## src/hdl/trhit_pkg.sv

```systemverilog
// ----------------------------------------------------------------------------
// trhit_pkg
// Shared types and codes of the triangle hit-region classifier.
// ----------------------------------------------------------------------------
`default_nettype none

package trhit_pkg;

    // Register indexes on the configuration port
    localparam logic [2:0] CFG_VERTEX0_X    = 3'd0;
    localparam logic [2:0] CFG_VERTEX0_Y    = 3'd1;
    localparam logic [2:0] CFG_VERTEX1_X    = 3'd2;
    localparam logic [2:0] CFG_VERTEX1_Y    = 3'd3;
    localparam logic [2:0] CFG_VERTEX2_X    = 3'd4;
    localparam logic [2:0] CFG_VERTEX2_Y    = 3'd5;
    localparam logic [2:0] CFG_PAD_MARGIN   = 3'd6;
    localparam logic [2:0] CFG_HANDLE_SCOPE = 3'd7;

    localparam int SCOPE_BITS  = 8;
    localparam int MARGIN_BITS = 8;

    typedef enum logic [1:0] {
        REGION_OUTSIDE = 2'd0,
        REGION_HANDLE  = 2'd1,
        REGION_NEAR    = 2'd2,
        REGION_INSIDE  = 2'd3
    } region_t;

    // Per-stage load enables of the classification pipeline
    typedef struct packed {
        logic s1_en;
        logic s2_en;
        logic s3_en;
        logic s4_en;
        logic s5_en;
    } pipe_ctrl_t;

endpackage

`default_nettype wire

```

## src/hdl/trhit_cfg.sv

```systemverilog
// ----------------------------------------------------------------------------
// trhit_cfg
// Configuration registers and the geometry derived from them: edge deltas,
// padded bounding box and the handle / near-box bounds.
// ----------------------------------------------------------------------------
`default_nettype none

module trhit_cfg #(
    parameter int COORD_BITS = 12
) (
    input  wire logic                                   clk,
    input  wire logic                                   rst_n,
    input  wire logic                                   cfg_we,
    input  wire logic [2:0]                             cfg_index,
    input  wire logic [COORD_BITS-1:0]                  cfg_data,
    output logic      [2:0][COORD_BITS-1:0]             bx,
    output logic      [2:0][COORD_BITS-1:0]             by,
    output logic      [2:0][COORD_BITS:0]               dx,
    output logic      [2:0][COORD_BITS:0]               dy,
    output logic      [COORD_BITS+2:0]                  hx_lo,
    output logic      [COORD_BITS+2:0]                  hx_hi,
    output logic      [COORD_BITS+2:0]                  hy_lo,
    output logic      [COORD_BITS+2:0]                  hy_hi,
    output logic      [COORD_BITS+2:0]                  nx_lo,
    output logic      [COORD_BITS+2:0]                  ny_lo
);

    localparam int XW = COORD_BITS + 1;
    localparam int BW = COORD_BITS + 3;

    logic [COORD_BITS-1:0] vx_reg [3];
    logic [COORD_BITS-1:0] vy_reg [3];
    logic [trhit_pkg::MARGIN_BITS-1:0] margin_reg;
    logic [trhit_pkg::SCOPE_BITS-1:0]  scope_reg;

    logic [COORD_BITS-1:0] min_x, min_y, max_x, max_y, margin_ext;
    logic [XW-1:0] half_ext;
    logic [XW-1:0] left_next, top_next, right_next, bottom_next;
    logic [XW-1:0] left_reg, top_reg, right_reg, bottom_reg;
    logic [2:0][XW-1:0] dx_next, dy_next, dx_reg, dy_reg;
    logic signed [BW-1:0] left_s, top_s, right_s, bottom_s, scope_s;
    logic [BW-1:0] hx_lo_reg, hx_hi_reg, hy_lo_reg, hy_hi_reg, nx_lo_reg, ny_lo_reg;

    always_ff @(posedge clk or negedge rst_n)
    begin
        if (!rst_n)
        begin
            for (int i = 0; i < 3; i++)
            begin
                vx_reg[i] <= '0;
                vy_reg[i] <= '0;
            end
            margin_reg <= '0;
            scope_reg  <= '0;
        end
        else if (cfg_we)
        begin
            unique case (cfg_index)
                trhit_pkg::CFG_VERTEX0_X:    vx_reg[0]  <= cfg_data;
                trhit_pkg::CFG_VERTEX0_Y:    vy_reg[0]  <= cfg_data;
                trhit_pkg::CFG_VERTEX1_X:    vx_reg[1]  <= cfg_data;
                trhit_pkg::CFG_VERTEX1_Y:    vy_reg[1]  <= cfg_data;
                trhit_pkg::CFG_VERTEX2_X:    vx_reg[2]  <= cfg_data;
                trhit_pkg::CFG_VERTEX2_Y:    vy_reg[2]  <= cfg_data;
                trhit_pkg::CFG_PAD_MARGIN:   margin_reg <= cfg_data[trhit_pkg::MARGIN_BITS-1:0];
                trhit_pkg::CFG_HANDLE_SCOPE: scope_reg  <= cfg_data[trhit_pkg::SCOPE_BITS-1:0];
            endcase
        end
    end

    // Bounding box, padded per side when the side lies beyond the margin
    always_comb
    begin
        min_x = (vx_reg[0] < vx_reg[1]) ? vx_reg[0] : vx_reg[1];
        min_x = (vx_reg[2] < min_x) ? vx_reg[2] : min_x;
        min_y = (vy_reg[0] < vy_reg[1]) ? vy_reg[0] : vy_reg[1];
        min_y = (vy_reg[2] < min_y) ? vy_reg[2] : min_y;
        max_x = (vx_reg[0] > vx_reg[1]) ? vx_reg[0] : vx_reg[1];
        max_x = (vx_reg[2] > max_x) ? vx_reg[2] : max_x;
        max_y = (vy_reg[0] > vy_reg[1]) ? vy_reg[0] : vy_reg[1];
        max_y = (vy_reg[2] > max_y) ? vy_reg[2] : max_y;

        margin_ext = COORD_BITS'(margin_reg);
        half_ext   = XW'(margin_reg[trhit_pkg::MARGIN_BITS-1:1]);

        left_next   = XW'(min_x) - ((min_x > margin_ext) ? half_ext : '0);
        top_next    = XW'(min_y) - ((min_y > margin_ext) ? half_ext : '0);
        right_next  = XW'(max_x) + ((max_x > margin_ext) ? half_ext : '0);
        bottom_next = XW'(max_y) + ((max_y > margin_ext) ? half_ext : '0);

        for (int i = 0; i < 3; i++)
        begin
            // edge i runs from vertex i (a) to vertex i+1 (b)
            dx_next[i] = XW'(vx_reg[i]) - XW'(vx_reg[(i + 1) % 3]);
            dy_next[i] = XW'(vy_reg[i]) - XW'(vy_reg[(i + 1) % 3]);
        end
    end

    always_ff @(posedge clk)
    begin
        left_reg   <= left_next;
        top_reg    <= top_next;
        right_reg  <= right_next;
        bottom_reg <= bottom_next;
        dx_reg     <= dx_next;
        dy_reg     <= dy_next;
    end

    assign left_s   = $signed(BW'(left_reg));
    assign top_s    = $signed(BW'(top_reg));
    assign right_s  = $signed(BW'(right_reg));
    assign bottom_s = $signed(BW'(bottom_reg));
    assign scope_s  = $signed(BW'(scope_reg));

    always_ff @(posedge clk)
    begin
        hx_lo_reg <= BW'(right_s - scope_s);
        hx_hi_reg <= BW'(right_s + scope_s);
        hy_lo_reg <= BW'(bottom_s - scope_s);
        hy_hi_reg <= BW'(bottom_s + scope_s);
        nx_lo_reg <= BW'(left_s - scope_s);
        ny_lo_reg <= BW'(top_s - scope_s);
    end

    always_comb
    begin
        for (int i = 0; i < 3; i++)
        begin
            bx[i] = vx_reg[(i + 1) % 3];
            by[i] = vy_reg[(i + 1) % 3];
        end
    end

    assign dx    = dx_reg;
    assign dy    = dy_reg;
    assign hx_lo = hx_lo_reg;
    assign hx_hi = hx_hi_reg;
    assign hy_lo = hy_lo_reg;
    assign hy_hi = hy_hi_reg;
    assign nx_lo = nx_lo_reg;
    assign ny_lo = ny_lo_reg;

endmodule

`default_nettype wire

```

## src/hdl/trhit_datapath.sv

```systemverilog
// ----------------------------------------------------------------------------
// trhit_datapath
// Five-stage classification datapath: point offsets, edge products,
// signs and box tests, then the priority pick of the region code.
// ----------------------------------------------------------------------------
`default_nettype none

module trhit_datapath #(
    parameter int COORD_BITS = 12
) (
    input  wire logic                       clk,
    input  wire trhit_pkg::pipe_ctrl_t      ctrl,
    input  wire logic [COORD_BITS-1:0]      query_x,
    input  wire logic [COORD_BITS-1:0]      query_y,
    input  wire logic [2:0][COORD_BITS-1:0] bx,
    input  wire logic [2:0][COORD_BITS-1:0] by,
    input  wire logic [2:0][COORD_BITS:0]   dx,
    input  wire logic [2:0][COORD_BITS:0]   dy,
    input  wire logic [COORD_BITS+2:0]      hx_lo,
    input  wire logic [COORD_BITS+2:0]      hx_hi,
    input  wire logic [COORD_BITS+2:0]      hy_lo,
    input  wire logic [COORD_BITS+2:0]      hy_hi,
    input  wire logic [COORD_BITS+2:0]      nx_lo,
    input  wire logic [COORD_BITS+2:0]      ny_lo,
    output trhit_pkg::region_t              region
);

    localparam int XW = COORD_BITS + 1;
    localparam int PW = 2 * XW;
    localparam int DW = PW + 1;
    localparam int BW = COORD_BITS + 3;

    // stage 1: captured point
    logic [COORD_BITS-1:0] s1_qx_reg, s1_qy_reg;
    // stage 2: offsets from each edge's end vertex
    logic [COORD_BITS-1:0] s2_qx_reg, s2_qy_reg;
    logic [2:0][XW-1:0]    s2_ex_reg, s2_ey_reg, s2_ex_next, s2_ey_next;
    // stage 3: the two products of each edge function
    logic [COORD_BITS-1:0] s3_qx_reg, s3_qy_reg;
    logic [2:0][PW-1:0]    s3_pa_reg, s3_pb_reg, s3_pa_next, s3_pb_next;
    // stage 4: sign summary and box tests
    logic s4_neg_reg, s4_pos_reg, s4_hit_reg, s4_near_reg;
    logic s4_neg_next, s4_pos_next, s4_hit_next, s4_near_next;
    // stage 5: result
    trhit_pkg::region_t s5_region_reg, s5_region_next;

    logic signed [DW-1:0] edge_d [3];
    logic signed [BW-1:0] qx_s, qy_s;

    always_ff @(posedge clk)
    begin
        if (ctrl.s1_en)
        begin
            s1_qx_reg <= query_x;
            s1_qy_reg <= query_y;
        end
    end

    always_comb
    begin
        for (int i = 0; i < 3; i++)
        begin
            s2_ex_next[i] = XW'(s1_qx_reg) - XW'(bx[i]);
            s2_ey_next[i] = XW'(s1_qy_reg) - XW'(by[i]);
        end
    end

    always_ff @(posedge clk)
    begin
        if (ctrl.s2_en)
        begin
            s2_qx_reg <= s1_qx_reg;
            s2_qy_reg <= s1_qy_reg;
            s2_ex_reg <= s2_ex_next;
            s2_ey_reg <= s2_ey_next;
        end
    end

    always_comb
    begin
        for (int i = 0; i < 3; i++)
        begin
            s3_pa_next[i] = PW'($signed(s2_ex_reg[i]) * $signed(dy[i]));
            s3_pb_next[i] = PW'($signed(dx[i]) * $signed(s2_ey_reg[i]));
        end
    end

    always_ff @(posedge clk)
    begin
        if (ctrl.s3_en)
        begin
            s3_qx_reg <= s2_qx_reg;
            s3_qy_reg <= s2_qy_reg;
            s3_pa_reg <= s3_pa_next;
            s3_pb_reg <= s3_pb_next;
        end
    end

    // Zero counts as either sign, so only strictly signed values matter
    always_comb
    begin
        s4_neg_next = 1'b0;
        s4_pos_next = 1'b0;
        for (int i = 0; i < 3; i++)
        begin
            edge_d[i] = DW'($signed(s3_pa_reg[i])) - DW'($signed(s3_pb_reg[i]));
            s4_neg_next = s4_neg_next | edge_d[i][DW-1];
            s4_pos_next = s4_pos_next | (!edge_d[i][DW-1] && (edge_d[i] != '0));
        end

        qx_s = $signed(BW'(s3_qx_reg));
        qy_s = $signed(BW'(s3_qy_reg));
        s4_hit_next  = (qx_s >= $signed(hx_lo)) && (qx_s <= $signed(hx_hi)) &&
                       (qy_s >= $signed(hy_lo)) && (qy_s <= $signed(hy_hi));
        s4_near_next = (qx_s >= $signed(nx_lo)) && (qx_s <= $signed(hx_hi)) &&
                       (qy_s >= $signed(ny_lo)) && (qy_s <= $signed(hy_hi));
    end

    always_ff @(posedge clk)
    begin
        if (ctrl.s4_en)
        begin
            s4_neg_reg  <= s4_neg_next;
            s4_pos_reg  <= s4_pos_next;
            s4_hit_reg  <= s4_hit_next;
            s4_near_reg <= s4_near_next;
        end
    end

    always_comb
    begin
        priority if (s4_hit_reg)
            s5_region_next = trhit_pkg::REGION_HANDLE;
        else if (!(s4_neg_reg && s4_pos_reg))
            s5_region_next = trhit_pkg::REGION_INSIDE;
        else if (s4_near_reg)
            s5_region_next = trhit_pkg::REGION_NEAR;
        else
            s5_region_next = trhit_pkg::REGION_OUTSIDE;
    end

    always_ff @(posedge clk)
    begin
        if (ctrl.s5_en)
            s5_region_reg <= s5_region_next;
    end

    assign region = s5_region_reg;

endmodule

`default_nettype wire

```

## src/hdl/triangle_hit_region_test_core.sv

```systemverilog
// ----------------------------------------------------------------------------
// triangle_hit_region_test_core
// Classifies query points against a configured triangle and its padded
// bounding box: resize handle, inside triangle, near box or outside.
// ----------------------------------------------------------------------------
//
//   Channel  | Handshake                | Word
//   ---------+--------------------------+----------------------------------
//   query in | in_valid / in_stall      | query_x, query_y (COORD_BITS each)
//   result   | out_valid / out_stall    | region (2 bits)
//   config   | cfg_we (no back-pressure)| cfg_index (3 bits), cfg_data
//
// out_valid rises once the accepted word reaches the last stage; one word enters
// every cycle while the result side keeps up.
// Reset clears the configuration registers and all stage valid bits.
// A stall holds only the full stages from the output back to the first
// empty one; that one keeps filling, so bubbles are squeezed out.
// Box bounds trail a write via padded box registers; pipeline depth covers it.
// ----------------------------------------------------------------------------
`default_nettype none

module triangle_hit_region_test_core #(
    parameter int COORD_BITS = 12
) (
    input  wire logic                  clk,
    input  wire logic                  rst_n,
    // configuration write port
    input  wire logic                  cfg_we,
    input  wire logic [2:0]            cfg_index,
    input  wire logic [COORD_BITS-1:0] cfg_data,
    // query word in
    input  wire logic                  in_valid,
    output logic                       in_stall,
    input  wire logic [COORD_BITS-1:0] query_x,
    input  wire logic [COORD_BITS-1:0] query_y,
    // result word out
    output logic                       out_valid,
    input  wire logic                  out_stall,
    output logic [1:0]                 region
);

    localparam int XW = COORD_BITS + 1;
    localparam int BW = COORD_BITS + 3;

    logic [2:0][COORD_BITS-1:0] bx, by;
    logic [2:0][XW-1:0]         dx, dy;
    logic [BW-1:0]              hx_lo, hx_hi, hy_lo, hy_hi, nx_lo, ny_lo;

    trhit_pkg::pipe_ctrl_t ctrl;
    trhit_pkg::region_t    region_code;

    // One valid bit per stage, travelling alongside the datapath registers
    logic [5:1] valid_reg, valid_next;

    // Load a stage when it is empty or when its word moves on
    always_comb
    begin
        ctrl.s5_en = !valid_reg[5] || !out_stall;
        ctrl.s4_en = !valid_reg[4] || ctrl.s5_en;
        ctrl.s3_en = !valid_reg[3] || ctrl.s4_en;
        ctrl.s2_en = !valid_reg[2] || ctrl.s3_en;
        ctrl.s1_en = !valid_reg[1] || ctrl.s2_en;

        valid_next    = valid_reg;
        if (ctrl.s1_en) valid_next[1] = in_valid;
        if (ctrl.s2_en) valid_next[2] = valid_reg[1];
        if (ctrl.s3_en) valid_next[3] = valid_reg[2];
        if (ctrl.s4_en) valid_next[4] = valid_reg[3];
        if (ctrl.s5_en) valid_next[5] = valid_reg[4];
    end

    always_ff @(posedge clk or negedge rst_n)
    begin
        if (!rst_n)
            valid_reg <= '0;
        else
            valid_reg <= valid_next;
    end

    // Registers and the derived triangle / box geometry
    trhit_cfg #(
        .COORD_BITS (COORD_BITS)
    ) u_cfg (
        .clk       (clk),
        .rst_n     (rst_n),
        .cfg_we    (cfg_we),
        .cfg_index (cfg_index),
        .cfg_data  (cfg_data),
        .bx        (bx),
        .by        (by),
        .dx        (dx),
        .dy        (dy),
        .hx_lo     (hx_lo),
        .hx_hi     (hx_hi),
        .hy_lo     (hy_lo),
        .hy_hi     (hy_hi),
        .nx_lo     (nx_lo),
        .ny_lo     (ny_lo)
    );

    // Point classification pipeline
    trhit_datapath #(
        .COORD_BITS (COORD_BITS)
    ) u_datapath (
        .clk     (clk),
        .ctrl    (ctrl),
        .query_x (query_x),
        .query_y (query_y),
        .bx      (bx),
        .by      (by),
        .dx      (dx),
        .dy      (dy),
        .hx_lo   (hx_lo),
        .hx_hi   (hx_hi),
        .hy_lo   (hy_lo),
        .hy_hi   (hy_hi),
        .nx_lo   (nx_lo),
        .ny_lo   (ny_lo),
        .region  (region_code)
    );

    assign in_stall  = !ctrl.s1_en;
    assign out_valid = valid_reg[5];
    assign region    = region_code;

endmodule

`default_nettype wire
```

## config.mk

```make
export PLATFORM = sky130hd
export DESIGN_NAME = triangle_hit_region_test_core
export DESIGN_NICKNAME = d
export VERILOG_FILES = /design/src/hdl/trhit_pkg.sv /design/src/hdl/trhit_cfg.sv /design/src/hdl/trhit_datapath.sv /design/src/hdl/triangle_hit_region_test_core.sv
export SDC_FILE = /design/constraint.sdc
export NUM_CORES = 2
export LEC_CHECK = 0
export ABC_CLOCK_PERIOD_IN_PS = 8400
export BUFFER_PORTS_ARGS = -buffer_cell sky130_fd_sc_hd__buf_2
export CORE_UTILIZATION = 50
export CTS_CLUSTER_DIAMETER = 150
export DETAILED_ROUTE_END_ITERATION = 16
export HOLD_SLACK_MARGIN = 0.03
export PLACE_DENSITY = 0.73
export SYNTH_ARGS = -nofsm -noshare
export SYNTH_HDL_FRONTEND = slang
export SYNTH_HIERARCHICAL = 1
export SYNTH_SLANG_ARGS = --single-unit
export TNS_END_PERCENT = 5
```

## constraint.sdc

```tcl
create_clock -name clk -period 8.4 [get_ports clk]
set_input_delay 1.26 -clock clk [delete_from_list [all_inputs] [get_ports clk]]
set_output_delay 1.26 -clock clk [all_outputs]
set_load 0.03 [all_outputs]
```

# Word-level counts from Yosys, hierarchy flattened
# Index checks and enable logic that the tools add are counted.
dict set report totals {
  output_inout_bits 4
  ram_bits 0
  memories 0
  regBits 625
  latch_bits 0
  input_bits 44
  romBits 0
}
dict set report classes {
  mul 6
  muxes 14
  shifts 0
  n_reduce_logical 38
  n_div 0
  n_eq_ne 7
  bitwise_logic 5
  magnitude_cmp 18
  add_sub_neg 25
}
# operator n
set op_table {}
lappend op_table {{multiplier 13 x 13 -> 26 bit} 6}
lappend op_table {{subtractor 12 x 12 -> 13 bit} 12}
lappend op_table {{2-to-1 mux 12 bit} 8}
lappend op_table {{nonzero test 27 bit} 3}
lappend op_table {{subtractor 26 x 26 -> 27 bit} 3}
lappend op_table {{>= comparator 13 x 15 -> 1 bit} 4}
lappend op_table {{subtractor 13 x 8 -> 14 bit} 4}
lappend op_table {{greater-than comparator 12 bit} 4}
lappend op_table {{greater-than comparator 12 x 8 -> 1 bit} 4}
lappend op_table {{less-than comparator 12 bit} 4}
lappend op_table {{less-or-equal comparator 13 x 15 -> 1 bit} 2}
lappend op_table {{adder 13 x 8 -> 14 bit} 2}
lappend op_table {{2-to-1 mux 7 bit} 4}
lappend op_table {{adder 12 x 13 -> 13 bit} 2}
lappend op_table {{subtractor 12 x 13 -> 13 bit} 2}
lappend op_table {{AND reduction 2 bit} 8}
lappend op_table {{equality test 3 bit, second input constant} 4}
lappend op_table {{logical AND 1 bit} 10}
lappend op_table {{logical NOT 1 bit} 10}
lappend op_table {{equality test 3 x 2 -> 1 bit, second input constant} 2}
lappend op_table {{logical OR 1 bit} 5}
lappend op_table {{2-to-1 mux 2 bit} 2}
lappend op_table {{bitwise OR 1 bit} 4}
lappend op_table {{equality test 3 x 1 -> 1 bit, second input constant} 1}
lappend op_table {{3 further kinds} 3}

# Longest topological paths before layout
dict set report logic_depth {
  depth_word 7
  ltp_mapped 40
  ltp_nobuf 37
}

# Hierarchy
# Netlist, hierarchy kept.
# mod area_each_um2 cells_each n_inst
set modules_own_cells {}
lappend modules_own_cells {trhit_datapath 56797.0 5949 1}
lappend modules_own_cells {trhit_cfg 18102.4 1993 1}
lappend modules_own_cells {triangle_hit_region_test_core 210.2 18 1}

# Worst setup path after synthesis
# Ideal clock, no wire load.
dict set report synth_timing {
  kind {reg-to-reg}
  from {reg u_cfg.vx_reg, in the netlist u_cfg/bx[1]}
  to {reg u_cfg.right_reg[10]}
  synth_period_minus_slack_ps 7315
  t_arrival_ps 7180
  setup_slack_ps 1085
  path_buffers 4
  stages_incl_launch_ff 41
  cell_sequence {dfrtp_1 inv_1 ha_1 nor2b_1 o2111ai_1 a211o_1 nand2_1 buf_2 nand2_1 buf_1 nor2_1 a21oi_1 ha_1 a21o_1 a21o_1 a21oi_1 o211a_1 or2_2 [... 5 more ...] nor2b_1 o21ai_0 nand2b_1 a21oi_1 o21ai_0 o21a_1 nor4_4 a21oi_1 ha_1 fa_1 a21o_1 a21oi_1 nor2b_1 o21a_1 o21ai_0 nand2b_1 nand4_1 xnor2_1}
}
dict set report synth_via {
  elab_chain_cells 7
}
# element line_no
set synth_lines {}
lappend synth_lines {{start: declaration} trhit_cfg.sv:31} ;# logic [COORD_BITS-1:0] vx_reg [3];
lappend synth_lines {{greater-than comparator 12 bit} trhit_cfg.sv:78} ;# max_x = (vx_reg[0] > vx_reg[1]) ? vx_reg[0] : vx_reg[1];
lappend synth_lines {{2-to-1 mux 12 bit *} trhit_cfg.sv:78}
lappend synth_lines {{greater-than comparator 12 bit} trhit_cfg.sv:79} ;# max_x = (vx_reg[2] > max_x) ? vx_reg[2] : max_x;
lappend synth_lines {{2-to-1 mux 12 bit *} trhit_cfg.sv:79}
lappend synth_lines {{greater-than comparator 12 x 8 -> 1 bit} trhit_cfg.sv:88} ;# right_next = XW'(max_x) + ((max_x > margin_ext) ? half_ext : '0);
lappend synth_lines {{2-to-1 mux 7 bit} trhit_cfg.sv:88}
lappend synth_lines {{adder 12 x 13 -> 13 bit *} trhit_cfg.sv:88}
lappend synth_lines {{net u_cfg.right_next[10]} trhit_cfg.sv:38} ;# logic [XW-1:0] left_next, top_next, right_next, bottom_next;
lappend synth_lines {{end signal: assignment} trhit_cfg.sv:103} ;# right_reg <= right_next;
lappend synth_lines {{end: declaration} trhit_cfg.sv:39} ;# logic [XW-1:0] left_reg, top_reg, right_reg, bottom_reg;
# Mark *: on every way through the listed nets, which the timed path passes. The rest lies on a longest branch.
# A chain may end at the register's enable or synchronous reset.

# Worst setup path in the final report
dict set report layout_timing {
  from {reg u_cfg.vy_reg, in the netlist u_cfg/by[6]}
  to {reg u_cfg.bottom_reg[10]}
}
dict set report layout_via {
  elab_chain_cells 7
}
# element line_no
set layout_lines {}
lappend layout_lines {{start: declaration} trhit_cfg.sv:32} ;# logic [COORD_BITS-1:0] vy_reg [3];
lappend layout_lines {{greater-than comparator 12 bit} trhit_cfg.sv:80} ;# max_y = (vy_reg[0] > vy_reg[1]) ? vy_reg[0] : vy_reg[1];
lappend layout_lines {{2-to-1 mux 12 bit *} trhit_cfg.sv:80}
lappend layout_lines {{greater-than comparator 12 bit} trhit_cfg.sv:81} ;# max_y = (vy_reg[2] > max_y) ? vy_reg[2] : max_y;
lappend layout_lines {{2-to-1 mux 12 bit *} trhit_cfg.sv:81}
lappend layout_lines {{greater-than comparator 12 x 8 -> 1 bit} trhit_cfg.sv:89} ;# bottom_next = XW'(max_y) + ((max_y > margin_ext) ? half_ext : '0);
lappend layout_lines {{2-to-1 mux 7 bit} trhit_cfg.sv:89}
lappend layout_lines {{adder 12 x 13 -> 13 bit *} trhit_cfg.sv:89}
lappend layout_lines {{net u_cfg.bottom_next[10]} trhit_cfg.sv:38}
lappend layout_lines {{end signal: assignment} trhit_cfg.sv:104} ;# bottom_reg <= bottom_next;
lappend layout_lines {{end: declaration} trhit_cfg.sv:39}
# Marked as above.

==> out/qor.yml <==
rsz0062_at_grt: "false"
initial_core_util_pct: 50.62
max_stage_delay_ns: 0.59
outcome: "complete, no violations"
cp_slowest_cell: "a2111oi_1"
cp_num_cells: 32
cp-start-kind: "flip-flop"
clk_pin_slew_ns: 0.06
layout_common_cells: "inv_1 (1546), fa_1 (997), ha_1 (850)"
ys.flop_type: "edfxtp_1"
insertion_delay_ns: 0.68
hold_depth: 0
grt-ovfl-total: 0
grt_usage_pct: 27.03
fin_crit_sh_pct: 94.45
crit_arrival_ns: 8.52
final_common_cell: "inv_1"
die_y_um: 389.6
area_growth_pct: 6.077
grt_pass1_wl_um: 317600
gp_congestion: 1.000
cp.required_ns: 8.99
max_freq_mhz: 126.0
rows: 141
finalClockSkew_ns: 0.03770
slew_viol_final: 0
ant_nets: 0
cts_setup_buffers: 0
cts-resized-gates: 0
drive_gt1_share_pct: 4.057
portBuffers: 47
cts_max_level: 3
postRouteWirelength_um: 201700
ios: 48
grt_pass1_vias: 56109
num_vias: 54329
clockRootBuffer: "clkbuf_16"
max_slew_margin_pct: 25.99
coreArea_sq_mm: 0.1484
via_per_inst: 5.451
rr_worst_depth: 32
cts_tree: "yes"
synthCells: 7960
clockBufferDepth: 3
min_path_type: "flip-flop to flip-flop"
ys_types: 107
dieArea_sq_mm: 0.1518
antenna_found_initial: 17
route.detailed.drc: 0
synth_seq_cells: 617
worst-path-max-fanout: 16
setup_viol: 0
worstMarginPinSlew_ns: 1.104
crit_family: "compound AO/OA/AOI/OAI gates"
grt_max_degree: 63
critPathKind: "flip-flop to flip-flop"
synthArstFlopShare_pct: 15.07
layout.nets: 9795
drtIter0Drc: 3782
synth.avg_cell_area_sq_um: 9.436
tns_ns: 0
cp_num_buf_inv: 2
synth-edff-count: 312
netlist_area_sq_mm: 0.07511
cts_sinks: 617
crit_path_end_kind: "flip-flop"
wl_per_cell_um: 20.23
fin_crit_ns: 7.934
yosys_warnings: 6
hold_buffers: 0
die_x_um: 389.6
dr.pass1.iters: 6
maxCapViolCount: 0
hpwl_um: 164600
ys_seq_area_share_pct: 21.22
finalHoldViolCount: 0
numCtsBuffers: 74
==> worst reg2reg max path, delay by kind of cell, from the launching register on <==
kind	cells	cell delay (ns)
xor+xnor	1	0.14
simple gates	2	0.38
flops	1	0.48
mux	2	0.66
buf+inv	2	0.31
compound gates	20	4.14
fa+ha+maj	5	1.72
==> metrics by stage <==
step | hold WS [ns] | worst slack (ns) | cells | instance area (sq um) | utilization, %
after floorplan | 0.4003 | 1.085 | 7961 | 75110 | -
after global routing | 0.4211 | 0.04233 | 9964 | 79670 | 53.69
after CTS | 0.4146 | 0.4566 | 9963 | 79650 | 53.68
final | 0.4136 | 0.4660 | 9967 | 79670 | 53.70
after detailed placement | 0.4045 | 0.5533 | 9830 | 77260 | 52.07
after global placement | 0.4008 | 0.6686 | 9830 | 77260 | 52.07
==> cells by family after synthesis <==
family / after synthesis / share of synthesized area [%]
AOI/OAI and AO/OA: 1142 / 9.727
xor gates and xnor gates: 343 / 4.000
adders and majority gates: 1847 / 40.73
buffers and inverters: 1761 / 8.912
DFF: 617 / 21.22
muxes: 89 / 1.314
other: 1 / 0.004993
and+or+nand+nor: 2160 / 14.09
==> Yosys cell counts (all sizes together), types with 14 or more instances <==
cell type	n	area share, %
a21o	108	1.1
nor2b	93	0.77
dfrtp	93	3.1
or2	36	0.30
clkbuf	181	0.91
fa	997	27
inv	1547	7.7
edfxtp	312	12
nor4	17	0.16
dfxtp	212	5.7
mux2	49	0.75
nand2	740	3.7
a21oi	316	2.1
nor3	97	0.66
nand2b	83	0.69
ha	850	14
a31oi	36	0.30
a211o	23	0.27
xor2	102	1.2
mux2i	40	0.56
a21boi	79	0.79
or3	41	0.34
and3	36	0.30
a211oi	32	0.34
nand4	48	0.40
o21ai	302	2.0
xnor2	241	2.8
o21bai	27	0.27
nand3	70	0.48
a2111oi	16	0.22
o211ai	36	0.37
buf	27	0.24
o21a	48	0.48
nor2	396	2.0
o2111ai	14	0.16
and2	463	3.9
==> routing by layer <==
layer / share of wire, % / up-vias / track usage (%)
li1: - / 25425 / -
met1: 42 / 26923 / 35.47
met2: 46 / 1595 / 43.72
met3: 6.8 / 360 / 5.177
met4: 4.6 / 26 / 11.42
met5: 0.080 / - / 0
==> worst paths after layout <==
path,startpoint,end,slack (ns)
max,u_cfg/by[6]$_DFFE_PN0P_,u_cfg/bottom_reg[10]$_DFF_P_,0.47
min,u_datapath/s2_qy_reg[4]$_DFFE_PP_,u_datapath/s3_qy_reg[4]$_DFFE_PP_,0.41
max reg2reg,u_cfg/by[6]$_DFFE_PN0P_,u_cfg/bottom_reg[10]$_DFF_P_,0.47
min reg2reg,u_datapath/s2_qy_reg[4]$_DFFE_PP_,u_datapath/s3_qy_reg[4]$_DFFE_PP_,0.41
max in group asynchronous,rst_n,u_cfg/bx[9]$_DFFE_PN0P_,6.52
min in group asynchronous,rst_n,u_cfg/by[17]$_DFFE_PN0P_,0.62
==> cell type report <==
cell class / instances / area (sq um)
fillers: 13165 / 68690
multi-input cells: 5583 / 52540
flip-flops and latches: 617 / 15940
inverters: 1553 / 5837
well taps: 2002 / 2505
clock buffers: 90 / 2016
repair buffers: 75 / 447.9
clock inverters: 43 / 379.1
diodes: 4 / 10.01
Power is not shown: default switching activity piles up to over one toggle a cycle in this logic, so the estimate is an artifact.
